`config.mk`:
```
export PLATFORM = sky130hd
export DESIGN_NAME = round_robin_task_timer_top
export DESIGN_NICKNAME = d
export VERILOG_FILES = /design/src/hw/rtl/rrtt_pkg.sv /design/src/hw/rtl/rrtt_ctrl.sv /design/src/hw/rtl/rrtt_dp.sv /design/src/hw/rtl/round_robin_task_timer_top.sv
export VERILOG_INCLUDE_DIRS = /design/src /design/src/hw/rtl
export SDC_FILE = /design/constraint.sdc
export NUM_CORES = 1
export LEC_CHECK = 0
export ABC_AREA = 1
export ABC_CLOCK_PERIOD_IN_PS = 8750
export BUFFER_PORTS_ARGS = -buffer_cell sky130_fd_sc_hd__buf_4
export CAP_MARGIN = 10
export CORE_MARGIN = 1.5
export CORE_UTILIZATION = 55
export CTS_CLUSTER_SIZE = 8
export DETAILED_ROUTE_END_ITERATION = 8
export MAX_ROUTING_LAYER = met4
export PLACE_DENSITY = 0.73
export SETUP_SLACK_MARGIN = 0.5
export SKIP_LAST_GASP = 1
export SYNTH_ARGS = -nofsm -noshare
export SYNTH_HDL_FRONTEND = slang
export SYNTH_HIERARCHICAL = 1
export SYNTH_SLANG_ARGS = --single-unit
```
`constraint.sdc`:
```
create_clock -name i_clk -period 8.75 [get_ports i_clk]
set_input_delay 2.1875 -clock i_clk [delete_from_list [all_inputs] [get_ports i_clk]]
set_output_delay 2.1875 -clock i_clk [all_outputs]
set_load 0.005 [all_outputs]
```
`src/hw/rtl/round_robin_task_timer_top_macros.svh`:
```
// Assertion macros for the round-robin task timer.
`ifndef ROUND_ROBIN_TASK_TIMER_TOP_MACROS_SVH
`define ROUND_ROBIN_TASK_TIMER_TOP_MACROS_SVH

// Same-cycle implication, disabled in reset.
`define RRTT_ASSERT_NOW(label, ante, cons) \
    label: assert property (@(posedge i_clk) disable iff (!i_rst_n) (ante) |-> (cons)) \
        else $error("assertion failed");

// Next-cycle implication, disabled in reset.
`define RRTT_ASSERT_NEXT(label, ante, cons) \
    label: assert property (@(posedge i_clk) disable iff (!i_rst_n) (ante) |=> (cons)) \
        else $error("assertion failed");

`endif

```
`src/hw/rtl/rrtt_pkg.sv`:
```
// Shared types and constants of the round-robin task timer.
package rrtt_pkg;

    localparam int RRTT_NUM_TASKS  = 4;
    localparam int RRTT_DELAY_BITS = 16;

    localparam int KIND_W = 3;
    localparam int IDX_IN_W = 3;
    localparam int LOAD_W = 16;
    localparam int CFG_W = 3;
    localparam int RUN_TASK_W = 2;

    localparam logic [CFG_W-1:0] TASK_COUNT_RST = 3'd4;

    localparam logic [KIND_W-1:0] K_TICK    = 3'd0;
    localparam logic [KIND_W-1:0] K_POLL    = 3'd1;
    localparam logic [KIND_W-1:0] K_ENABLE  = 3'd2;
    localparam logic [KIND_W-1:0] K_DISABLE = 3'd3;
    localparam logic [KIND_W-1:0] K_LOAD    = 3'd4;

    typedef struct packed {
        logic load_item;
        logic tick_step;
        logic exec_op;
        logic push_out;
    } t_dp_cmd;

    typedef struct packed {
        logic is_tick;
        logic sweep_last;
        logic out_free;
    } t_dp_sts;

endpackage

```
`src/hw/rtl/rrtt_ctrl.sv`:
```
// Controller state machine of the round-robin task timer.
module rrtt_ctrl
    import rrtt_pkg::*;
(
    input  logic    i_clk,
    input  logic    i_rst_n,
    input  logic    i_in_valid,
    output logic    o_in_stall,
    input  t_dp_sts i_sts,
    output t_dp_cmd o_cmd
);

    typedef enum logic [2:0] {
        S_IDLE = 3'b001,
        S_WORK = 3'b010,
        S_DONE = 3'b100
    } t_state;

    t_state r_state;
    t_state n_state;

    always_ff @(posedge i_clk) begin
        if (!i_rst_n) begin
            r_state <= S_IDLE;
        end else begin
            r_state <= n_state;
        end
    end

    always_comb begin
        n_state = r_state;
        o_cmd   = '0;
        unique case (r_state)
            S_IDLE: begin
                if (i_in_valid) begin
                    o_cmd.load_item = 1'b1;
                    n_state = S_WORK;
                end
            end
            S_WORK: begin
                if (i_sts.is_tick) begin
                    o_cmd.tick_step = 1'b1;
                    if (i_sts.sweep_last) begin
                        n_state = S_DONE;
                    end
                end else begin
                    o_cmd.exec_op = 1'b1;
                    n_state = S_DONE;
                end
            end
            S_DONE: begin
                if (i_sts.out_free) begin
                    o_cmd.push_out = 1'b1;
                    n_state = S_IDLE;
                end
            end
            default: begin
                n_state = S_IDLE;
            end
        endcase
    end

    assign o_in_stall = (r_state != S_IDLE) || !i_rst_n;

endmodule

```
`src/hw/rtl/rrtt_dp.sv`:
```
// Datapath of the round-robin task timer: task table, pointer, result register.
module rrtt_dp
    import rrtt_pkg::*;
#(
    parameter int NUM_TASKS  = RRTT_NUM_TASKS,
    parameter int DELAY_BITS = RRTT_DELAY_BITS
) (
    input  logic                  i_clk,
    input  logic                  i_rst_n,
    input  logic                  i_cfg_we,
    input  logic [CFG_W-1:0]      i_cfg_wdata,
    input  logic [KIND_W-1:0]     i_kind,
    input  logic [IDX_IN_W-1:0]   i_task_index,
    input  logic [LOAD_W-1:0]     i_load_period,
    input  logic [LOAD_W-1:0]     i_load_delay,
    input  logic                  i_out_stall,
    input  t_dp_cmd               i_cmd,
    output t_dp_sts               o_sts,
    output logic                  o_out_valid,
    output logic                  o_run_valid,
    output logic [RUN_TASK_W-1:0] o_run_task,
    output logic                  o_index_ignored
);

    localparam int IDX_W = (NUM_TASKS > 1) ? $clog2(NUM_TASKS) : 1;
    localparam int CNT_W = $clog2(NUM_TASKS + 1);
    localparam int CMP_W = CNT_W + IDX_IN_W + 1;

    logic [CFG_W-1:0]      r_task_count;
    logic [KIND_W-1:0]     r_kind;
    logic [IDX_IN_W-1:0]   r_idx;
    logic [DELAY_BITS-1:0] r_ld_period;
    logic [DELAY_BITS-1:0] r_ld_delay;
    logic [IDX_W-1:0]      r_sweep;
    logic [IDX_W-1:0]      r_ptr;
    logic [DELAY_BITS-1:0] r_delay  [NUM_TASKS];
    logic [DELAY_BITS-1:0] r_period [NUM_TASKS];
    logic [NUM_TASKS-1:0]  r_ready;
    logic                  r_res_run;
    logic [RUN_TASK_W-1:0] r_res_task;
    logic                  r_res_ign;
    logic                  r_out_valid;
    logic                  r_out_run;
    logic [RUN_TASK_W-1:0] r_out_task;
    logic                  r_out_ign;

    logic [DELAY_BITS+LOAD_W-1:0] ld_period_x;
    logic [DELAY_BITS+LOAD_W-1:0] ld_delay_x;
    logic [CMP_W-1:0]      tc_x;
    logic [CMP_W-1:0]      eff;
    logic [CMP_W-1:0]      idx_x;
    logic [CMP_W-1:0]      ptr_x;
    logic [CMP_W-1:0]      sweep_x;
    logic                  idx_out;
    logic                  ptr_out;
    logic                  ptr_wrap;
    logic [IDX_W-1:0]      addr;
    logic [DELAY_BITS-1:0] rd_delay;
    logic                  due;

    assign ld_period_x = {{DELAY_BITS{1'b0}}, i_load_period};
    assign ld_delay_x  = {{DELAY_BITS{1'b0}}, i_load_delay};

    assign tc_x    = {{(CMP_W-CFG_W){1'b0}}, r_task_count};
    assign idx_x   = {{(CMP_W-IDX_IN_W){1'b0}}, r_idx};
    assign ptr_x   = {{(CMP_W-IDX_W){1'b0}}, r_ptr};
    assign sweep_x = {{(CMP_W-IDX_W){1'b0}}, r_sweep};

    always_comb begin
        priority if (r_task_count == '0) begin
            eff = CMP_W'(1);
        end else if (tc_x > CMP_W'(NUM_TASKS)) begin
            eff = CMP_W'(NUM_TASKS);
        end else begin
            eff = tc_x;
        end
    end

    assign idx_out  = (idx_x >= eff);
    assign ptr_out  = (ptr_x >= eff);
    assign ptr_wrap = ((ptr_x + CMP_W'(1)) == eff);

    // one table port, shared by sweep, poll and the indexed commands
    always_comb begin
        priority if (r_kind == K_TICK) begin
            addr = r_sweep;
        end else if (r_kind == K_POLL) begin
            addr = r_ptr;
        end else begin
            addr = idx_x[IDX_W-1:0];
        end
    end

    assign rd_delay = r_delay[addr];
    assign due      = (rd_delay == '0) && r_ready[addr];

    always_ff @(posedge i_clk) begin
        if (!i_rst_n) begin
            r_task_count <= TASK_COUNT_RST;
        end else if (i_cfg_we) begin
            r_task_count <= i_cfg_wdata;
        end
    end

    always_ff @(posedge i_clk) begin
        if (i_cmd.load_item) begin
            r_kind      <= i_kind;
            r_idx       <= i_task_index;
            r_ld_period <= ld_period_x[DELAY_BITS-1:0];
            r_ld_delay  <= ld_delay_x[DELAY_BITS-1:0];
        end
    end

    always_ff @(posedge i_clk) begin
        if (i_cmd.load_item) begin
            r_sweep <= '0;
        end else if (i_cmd.tick_step) begin
            r_sweep <= r_sweep + IDX_W'(1);
        end
    end

    always_ff @(posedge i_clk) begin
        if (!i_rst_n) begin
            r_ptr <= '0;
        end else if (i_cmd.exec_op && (r_kind == K_POLL)) begin
            if (ptr_out || ptr_wrap) begin
                r_ptr <= '0;
            end else begin
                r_ptr <= r_ptr + IDX_W'(1);
            end
        end
    end

    always_ff @(posedge i_clk) begin
        if (!i_rst_n) begin
            for (int k = 0; k < NUM_TASKS; k++) begin
                r_delay[k]  <= '0;
                r_period[k] <= '0;
            end
            r_ready <= '1;
        end else if (i_cmd.tick_step) begin
            if (rd_delay != '0) begin
                r_delay[addr] <= rd_delay - DELAY_BITS'(1);
            end
        end else if (i_cmd.exec_op) begin
            unique case (r_kind)
                K_POLL: begin
                    if (!ptr_out && due) begin
                        r_delay[addr] <= r_period[addr];
                    end
                end
                K_ENABLE: begin
                    if (!idx_out) begin
                        r_ready[addr] <= 1'b1;
                    end
                end
                K_DISABLE: begin
                    if (!idx_out) begin
                        r_ready[addr] <= 1'b0;
                    end
                end
                K_LOAD: begin
                    if (!idx_out) begin
                        r_period[addr] <= r_ld_period;
                        r_delay[addr]  <= r_ld_delay;
                    end
                end
                default: begin
                end
            endcase
        end
    end

    always_ff @(posedge i_clk) begin
        if (i_cmd.load_item) begin
            r_res_run  <= 1'b0;
            r_res_task <= '0;
            r_res_ign  <= 1'b0;
        end else if (i_cmd.exec_op) begin
            unique case (r_kind)
                K_POLL: begin
                    r_res_run  <= !ptr_out && due;
                    r_res_task <= ptr_x[RUN_TASK_W-1:0];
                end
                K_ENABLE, K_DISABLE, K_LOAD: begin
                    r_res_ign <= idx_out;
                end
                default: begin
                end
            endcase
        end
    end

    always_ff @(posedge i_clk) begin
        if (!i_rst_n) begin
            r_out_valid <= 1'b0;
        end else if (i_cmd.push_out) begin
            r_out_valid <= 1'b1;
        end else if (!i_out_stall) begin
            r_out_valid <= 1'b0;
        end
    end

    always_ff @(posedge i_clk) begin
        if (i_cmd.push_out) begin
            r_out_run  <= r_res_run;
            r_out_task <= r_res_task;
            r_out_ign  <= r_res_ign;
        end
    end

    assign o_sts.is_tick    = (r_kind == K_TICK);
    assign o_sts.sweep_last = ((sweep_x + CMP_W'(1)) == eff);
    assign o_sts.out_free   = !r_out_valid || !i_out_stall;

    assign o_out_valid     = r_out_valid;
    assign o_run_valid     = r_out_run;
    assign o_run_task      = r_out_task;
    assign o_index_ignored = r_out_ign;

endmodule

```
`src/hw/rtl/round_robin_task_timer_top.sv`:
```
// Top level of the round-robin task timer.
//
//  channel  | handshake                | payload
//  ---------+--------------------------+--------------------------------------------
//  input    | i_in_valid / o_in_stall  | i_kind i_task_index i_load_period i_load_delay
//  output   | o_out_valid / i_out_stall| o_run_valid o_run_task o_index_ignored
//  config   | i_cfg_we                 | i_cfg_wdata (task_count)
//
// A tick walks the tasks in use with one shared decrementer, one entry per cycle.
// One item is in work at a time; a new one is taken while the result waits.
// Reset (synchronous, active low) clears the task table, sets all tasks ready
// and sets task_count to 4; the input is stalled while reset is held.
// A stalled output holds the next finished result, and with it the input.
module round_robin_task_timer_top
    import rrtt_pkg::*;
#(
    parameter int NUM_TASKS  = RRTT_NUM_TASKS,
    parameter int DELAY_BITS = RRTT_DELAY_BITS
) (
    input  logic                  i_clk,
    input  logic                  i_rst_n,
    input  logic                  i_cfg_we,
    input  logic [CFG_W-1:0]      i_cfg_wdata,
    input  logic                  i_in_valid,
    output logic                  o_in_stall,
    input  logic [KIND_W-1:0]     i_kind,
    input  logic [IDX_IN_W-1:0]   i_task_index,
    input  logic [LOAD_W-1:0]     i_load_period,
    input  logic [LOAD_W-1:0]     i_load_delay,
    output logic                  o_out_valid,
    input  logic                  i_out_stall,
    output logic                  o_run_valid,
    output logic [RUN_TASK_W-1:0] o_run_task,
    output logic                  o_index_ignored
);

`include "round_robin_task_timer_top_macros.svh"

    t_dp_cmd s_cmd;
    t_dp_sts s_sts;

    rrtt_ctrl u_ctrl (
        .i_clk      (i_clk),
        .i_rst_n    (i_rst_n),
        .i_in_valid (i_in_valid),
        .o_in_stall (o_in_stall),
        .i_sts      (s_sts),
        .o_cmd      (s_cmd)
    );

    rrtt_dp #(
        .NUM_TASKS  (NUM_TASKS),
        .DELAY_BITS (DELAY_BITS)
    ) u_dp (
        .i_clk           (i_clk),
        .i_rst_n         (i_rst_n),
        .i_cfg_we        (i_cfg_we),
        .i_cfg_wdata     (i_cfg_wdata),
        .i_kind          (i_kind),
        .i_task_index    (i_task_index),
        .i_load_period   (i_load_period),
        .i_load_delay    (i_load_delay),
        .i_out_stall     (i_out_stall),
        .i_cmd           (s_cmd),
        .o_sts           (s_sts),
        .o_out_valid     (o_out_valid),
        .o_run_valid     (o_run_valid),
        .o_run_task      (o_run_task),
        .o_index_ignored (o_index_ignored)
    );

    `RRTT_ASSERT_NEXT(a_busy_after_accept, i_in_valid && !o_in_stall, o_in_stall)
    `RRTT_ASSERT_NEXT(a_push_sets_valid, s_cmd.push_out, o_out_valid)
    `RRTT_ASSERT_NOW(a_run_xor_ignored, o_out_valid && o_run_valid, !o_index_ignored)

endmodule

```
# == After elaboration in Yosys (flattened, before gate mapping) ==
# Memories as Yosys holds them, arrays and structs flattened.
# Index checks and enable logic that the tools add are counted.
# totals
in_bits,46
output_inout_bits,6
register_bits,61
elab_cells,124
ramBits,128
mem_count,2
# mem_list
memory,words,word_bits,read_ports,rd_ports_with_merged_regs,write_ports,line_no,text
u_dp.r_delay,4,16,1,0,4,rrtt_dp.sv:36,logic [DELAY_BITS-1:0] r_delay [NUM_TASKS];
u_dp.r_period,4,16,1,0,4,rrtt_dp.sv:37,logic [DELAY_BITS-1:0] r_period [NUM_TASKS];
# classes
n_addsub,5
n_eq_ne,16
bitwise,6
mux,51
n_reduce_logical,23
n_lt_le_gt_ge,5
# op_table
op,count
16-bit 2-to-1 mux,4
16-bit OR reduction,2
1-bit 2-to-1 mux,29
16-bit logical NOT,1
16-bit nonzero test,1
"16-bit by 1-bit subtractor with 16-bit output, second input constant",1
3-bit 2-to-1 mux,5
7-bit equality test,2
2-bit 2-to-1 mux,6
"3-bit by 2-bit equality test with 1-bit output, second input constant",3
3-bit case mux with 3 select lines,1
4-bit 2-to-1 mux,2
"2-bit != test, second input constant",4
4-bit case mux with 2 select lines,1
2-bit by 7-bit greater-or-equal comparator with 1-bit output,1
3-bit by 7-bit greater-or-equal comparator with 1-bit output,1
7-bit 2-to-1 mux,1
"2-bit by 1-bit adder with 3-bit output, second input constant",2
"3-bit by 1-bit equality test with 1-bit output, second input constant",2
"3-bit equality test, second input constant",2
3-bit logical NOT,2
5-bit AND reduction,1
"2-bit by 1-bit adder with 2-bit output, second input constant",2
4-bit AND,1
other kinds (19),29

# == Logic depth before layout (Yosys ltp) ==
# logic_depth
ltp_word,17
ltp_mapped,22
depth_no_buf,21

# == By module ==
# Netlist, hierarchy kept.
# by_module_without_submodules
mod,n_inst,area_per_inst_um2,seq_area_each_um2,cells_each
rrtt_dp,1,8929.8,5425.2,911
rrtt_ctrl,1,216.5,60.1,35

# == Worst setup path before layout ==
# OpenSTA, ideal clock, no wires.
# synth_path
kind,input to register
start,in i_rst_n
end,mem u_dp/r_delay[3][0] (netlist name) (enable)
n_path_buf,0
setup_time_ps,411
t_arrival_ps,4442
required_time_ps,8339
setup_slack_ps,3897
stages,6
path_cell_list,clkinv_1 > nor2_1 > nand4_4 > nand2_2 > inv_1 > o21ai_0
# synth_rtl
element,line_no,text
from (decl),round_robin_task_timer_top.sv:21,"input logic i_rst_n,"
to (decl),rrtt_dp.sv:36,

==> flow_results.org <==
** Drt
- In the final routed layout, each cell accounts on average for 17.14 um.
- Total number of vias :: 6684
- In the routed layout, each cell is associated on average with a via count of 5.483.
- Met2 layer wire length in the routed design :: around 9600 um
- Before antenna repair, the detailed router went through 5 iterations.
- Remaining routing DRC violations :: 0
- Summed over all nets, wire length on met3 after detailed routing comes to 1632 um.
- Iteration-0 DRC Markers :: between 800 and 900
- The count of nets left with antenna violations once routing finished came out at 0.
- Top sig layer :: met4
- Routed Wire Length :: 20900 um
- Routed length on met1 :: 9169 um

** Power
- Cell area power density :: approximately 210 mW/mm^2
- Cell leakage power :: 4.393 nW
- IR Drop Worst-Case VDD :: 0.0001496 V

** Die
- The floorplan step defined a core boundary enclosing between 0.015 and 0.02 mm^2.
- Row Count :: 46
- Pin placement for this block handled 52 I/O pins.
- Initial Util :: 0.5696
- Vertical extent of the die :: 132.0 um
- In this run the horizontal extent of the chip is 132.0 um.
- The die covers approximately 0.017 mm^2.

** Synthesis
- Xor and xnor area share after synthesis :: 0.009576
- Of the total synthesized cell area, the portion taken by AND, OR, NAND and NOR gates is 0.2594.
- Post-synthesis sequential element count :: 189
- The share of the synthesized area in compound gates (AO/OA/AOI/OAI) is 0.06211.
- Yosys warning total :: 6
- The average instance in the mapped netlist occupies between 9 and 10 um^2.
- The cell area that synthesis handed to floorplanning was 0.009146 mm^2.
- Synthesis produced a netlist whose cell count is 946.
- Synth Area in Adders :: 0.01231
- Mux contribution to synthesized area :: 0
- Counting every net in the synthesized netlist gives 1001.
- Number of library cell types mapped by synthesis :: 38
- Dominant combinational cell family by area after synthesis :: simple AND/OR/NAND/NOR gates
- For this run, the register share of the synthesized area comes to 0.5997.

** Critical path
- CP arrival :: 5.21 ns
- Of all nets on the critical path, the largest fanout is 27.
- Critical setup path kind :: register to register
- STA classifies the critical path startpoint as a register.
- Type of destination of the critical path :: register
- Critical Path RT :: between 8 and 9 ns

** Layout
- In the final layout, the share of cells above drive strength 1 is 0.1595.
- Commonest cells after routing, fill and taps aside :: sky130_fd_sc_hd__nand2_1, sky130_fd_sc_hd__nor2_1, sky130_fd_sc_hd__edfxtp_1, sky130_fd_sc_hd__inv_1, sky130_fd_sc_hd__buf_4
- The library cell used most frequently in the layout, excluding fill and tap cells, is sky130_fd_sc_hd__nand2_1.
- For this run, the post-layout net count is 1045.
- Layout-stage area growth over the synthesis result :: 12.15%
- The repair_antennas step left the layout with diodes totalling 0.

** Global routing
- GRT Total Usage :: 0.2559
- Wire length of the first global-routing pass :: 32880 um
- Sum of overflow across all layers after global routing :: 0
- The via count of the first global-routing pass is slightly above 6000.
- Entering global routing, the biggest net connects 44 pins.
- The number of antenna violations at the first check in global routing was 0.

** Clock network
- CTS tree :: done
- Number of buffers added to fix hold violations after cts :: 0
- The tree is rooted in a sky130_fd_sc_hd__clkbuf_16.
- In this run the post-CTS setup repair buffer count came out at 0.
- Number of buffers between clock root and the deepest sink :: 2
- Clock edge transition at the registers on the reported setup and hold paths :: 0.07 ns
- Max H-tree Level :: 4
- Resized Gates After CTS :: 0
- Clock sink count :: about 190
- For the worst-skew pair, the clock arrives at the later sink with an insertion delay of approximately 0.44 ns.
- In this run, CTS created clock tree buffers numbering 17.

** STA
- Setup violations remaining at the end of the flow were counted as 0.
- The number of endpoints with negative hold slack in the final report is 0.
- Post-layout minimum cycle time :: roughly 5.1 ns
- Dividing the final minimum period by the clock period gives 0.5808.
- Max-slew violations :: 0
- Setup repair after global routing missed its margin :: no
- Worst slew margin relative to its limit :: 0.1985
- At the pin with the least slew margin, the transition time is around 1.2 ns.
- Worst clock skew on the final layout :: 0.01237 ns
- Hold WS :: 0.4408 ns
- Max Clock Freq :: between 150 and 200 MHz
- Worst Setup Slack, final :: 3.668 ns
- For the final routed database, the setup TNS stands at 0 ns.

** Place
- Detailed Place HPWL :: 14280 um
- Before CTS, the worst setup slack after placement is 3.579 ns.
- The congestion estimate from routability-driven global placement came to 1.047.
- During placement, the flow inserted port buffers numbering 51.

** Run
- Across the run, the number of max-cap violations was 0.

** Worst hold path
- The tightest min-delay check is of the register to register type.

** Outcome
- Result of the run :: completed
[where the power goes]
| group | leakage [nW] | total (mW) | internal [mW] | switching (mW) |
|---|---|---|---|---|
| clock network | 0.284 | 0.752 | 0.403 | 0.350 |
| logic | 2.24 | 0.313 | 0.0891 | 0.224 |
| registers | 1.87 | 1.05 | 1.03 | 0.0178 |
[cells by family (layout without fill, tap and decap cells)]
kind of cell / count (synthesis) / count (layout)
buffers and inverters: 124 / 181
flip-flops: 189 / 189
AND/OR/NAND/NOR: 524 / 524
XOR/XNOR: 10 / 10
adder cells (fa/ha/maj): 9 / 9
AO/OA/AOI/OAI: 90 / 90
[sequential cells by signal (all words and copies together), names as in the netlist, 3 cells and up, named ones only]
name	count
u_dp/r_ld_delay	16
u_dp/r_kind	3
u_ctrl/r_state	3
u_dp/r_task_count	3
u_dp/r_idx	3
u_dp/r_ld_period	16
u_dp/r_period	64
u_dp/r_delay	64
[through the flow]
stage                 util  total power, mW  cell area (um^2)  cells
global route        0.6388            2.194             10260   1219
detailed placement  0.6024            1.378              9673   1187
finish              0.6388            2.113             10260   1219
global placement    0.6024            1.375              9673   1187
floorplan                -            1.280              9146    946
CTS                 0.6388            2.123             10260   1219
[cells in the mapped netlist]
library cell	number	area, um^2
sky130_fd_sc_hd__inv_2	8	30.03
sky130_fd_sc_hd__clkinv_1	3	11.26
sky130_fd_sc_hd__a22oi_1	1	7.510
sky130_fd_sc_hd__o21ai_0	16	80.08
sky130_fd_sc_hd__buf_1	5	18.77
sky130_fd_sc_hd__o22ai_1	27	168.9
sky130_fd_sc_hd__buf_4	3	22.52
sky130_fd_sc_hd__xor2_1	8	70.07
sky130_fd_sc_hd__a21oi_1	27	135.1
sky130_fd_sc_hd__nand2_1	210	788.3
sky130_fd_sc_hd__dfxtp_1	19	380.4
sky130_fd_sc_hd__nand2_2	18	112.6
sky130_fd_sc_hd__edfxtp_1	170	5105
sky130_fd_sc_hd__nor2_1	175	656.9
sky130_fd_sc_hd__o22a_1	1	8.760
sky130_fd_sc_hd__inv_1	80	300.3
sky130_fd_sc_hd__nand3_4	4	70.07
sky130_fd_sc_hd__nand3_1	47	235.2
sky130_fd_sc_hd__xnor2_1	2	17.52
sky130_fd_sc_hd__o221ai_1	1	8.760
sky130_fd_sc_hd__clkbuf_1	15	56.30
sky130_fd_sc_hd__nor3_1	8	40.04
sky130_fd_sc_hd__nand4_1	32	200.2
sky130_fd_sc_hd__nand3b_1	2	15.01
sky130_fd_sc_hd__nor4_1	2	12.51
sky130_fd_sc_hd__buf_2	5	25.02
sky130_fd_sc_hd__ha_1	9	112.6
sky130_fd_sc_hd__a21oi_4	2	32.53
sky130_fd_sc_hd__o21bai_1	1	7.510
sky130_fd_sc_hd__nand4_4	2	42.54
sky130_fd_sc_hd__a221oi_1	1	8.760
sky130_fd_sc_hd__o21ai_1	1	5.000
sky130_fd_sc_hd__buf_6	5	56.30
sky130_fd_sc_hd__nor2_2	13	81.33
sky130_fd_sc_hd__nand2_4	2	22.52
sky130_fd_sc_hd__a21oi_2	12	105.1
sky130_fd_sc_hd__nor2_4	4	45.04
sky130_fd_sc_hd__nand3_2	5	50.05
[worst max-delay path, cell delays in order, from the launching register on]
cell and delay [ns]:
sky130_fd_sc_hd__edfxtp_1 0.44, sky130_fd_sc_hd__inv_2 0.09, sky130_fd_sc_hd__nand2_1 0.10, sky130_fd_sc_hd__nand2_2 0.32, sky130_fd_sc_hd__nand2_1 0.09, sky130_fd_sc_hd__nor2_1 0.73, sky130_fd_sc_hd__nand2_4 0.43, sky130_fd_sc_hd__inv_2 0.25
sky130_fd_sc_hd__a21oi_2 0.10, sky130_fd_sc_hd__a21oi_4 0.51, sky130_fd_sc_hd__nand4_4 0.43, sky130_fd_sc_hd__nand2_2 0.28, sky130_fd_sc_hd__inv_1 0.08, sky130_fd_sc_hd__o21ai_1 0.56, sky130_fd_sc_hd__buf_4 0.33
[layout make-up]
type                    instances  area (um^2)
clock buffers                  17        425.4
flip-flops and latches        189         5485
well taps                     216        270.3
clock inverters                15        158.9
repair buffers                 58        435.4
multi-input cells             633         3141
fillers                      1286         5801
inverters                      91        341.6
[metal layers]
metal | track usage | vias to the layer above
li1 | - | 3287
met1 | 0.3456 | 3100
met2 | 0.3941 | 263
met3 | 0.04421 | 34
met4 | 0.08765 | 0
met5 | - | -
[path summary, 6_finish.rpt]
path,slack [ns],cells past startpoint,startpoint,endpoint
hold / removal,0.44,0,u_dp/r_res_ign,u_dp/o_index_ignored
setup reg to reg,3.67,14,u_dp/r_kind[1],u_dp/r_delay[3][5]
setup / recovery,3.67,14,u_dp/r_kind[1],u_dp/r_delay[3][5]
hold reg to reg,0.44,0,u_dp/r_res_ign,u_dp/o_index_ignored
(Power assumes the default switching activity.)
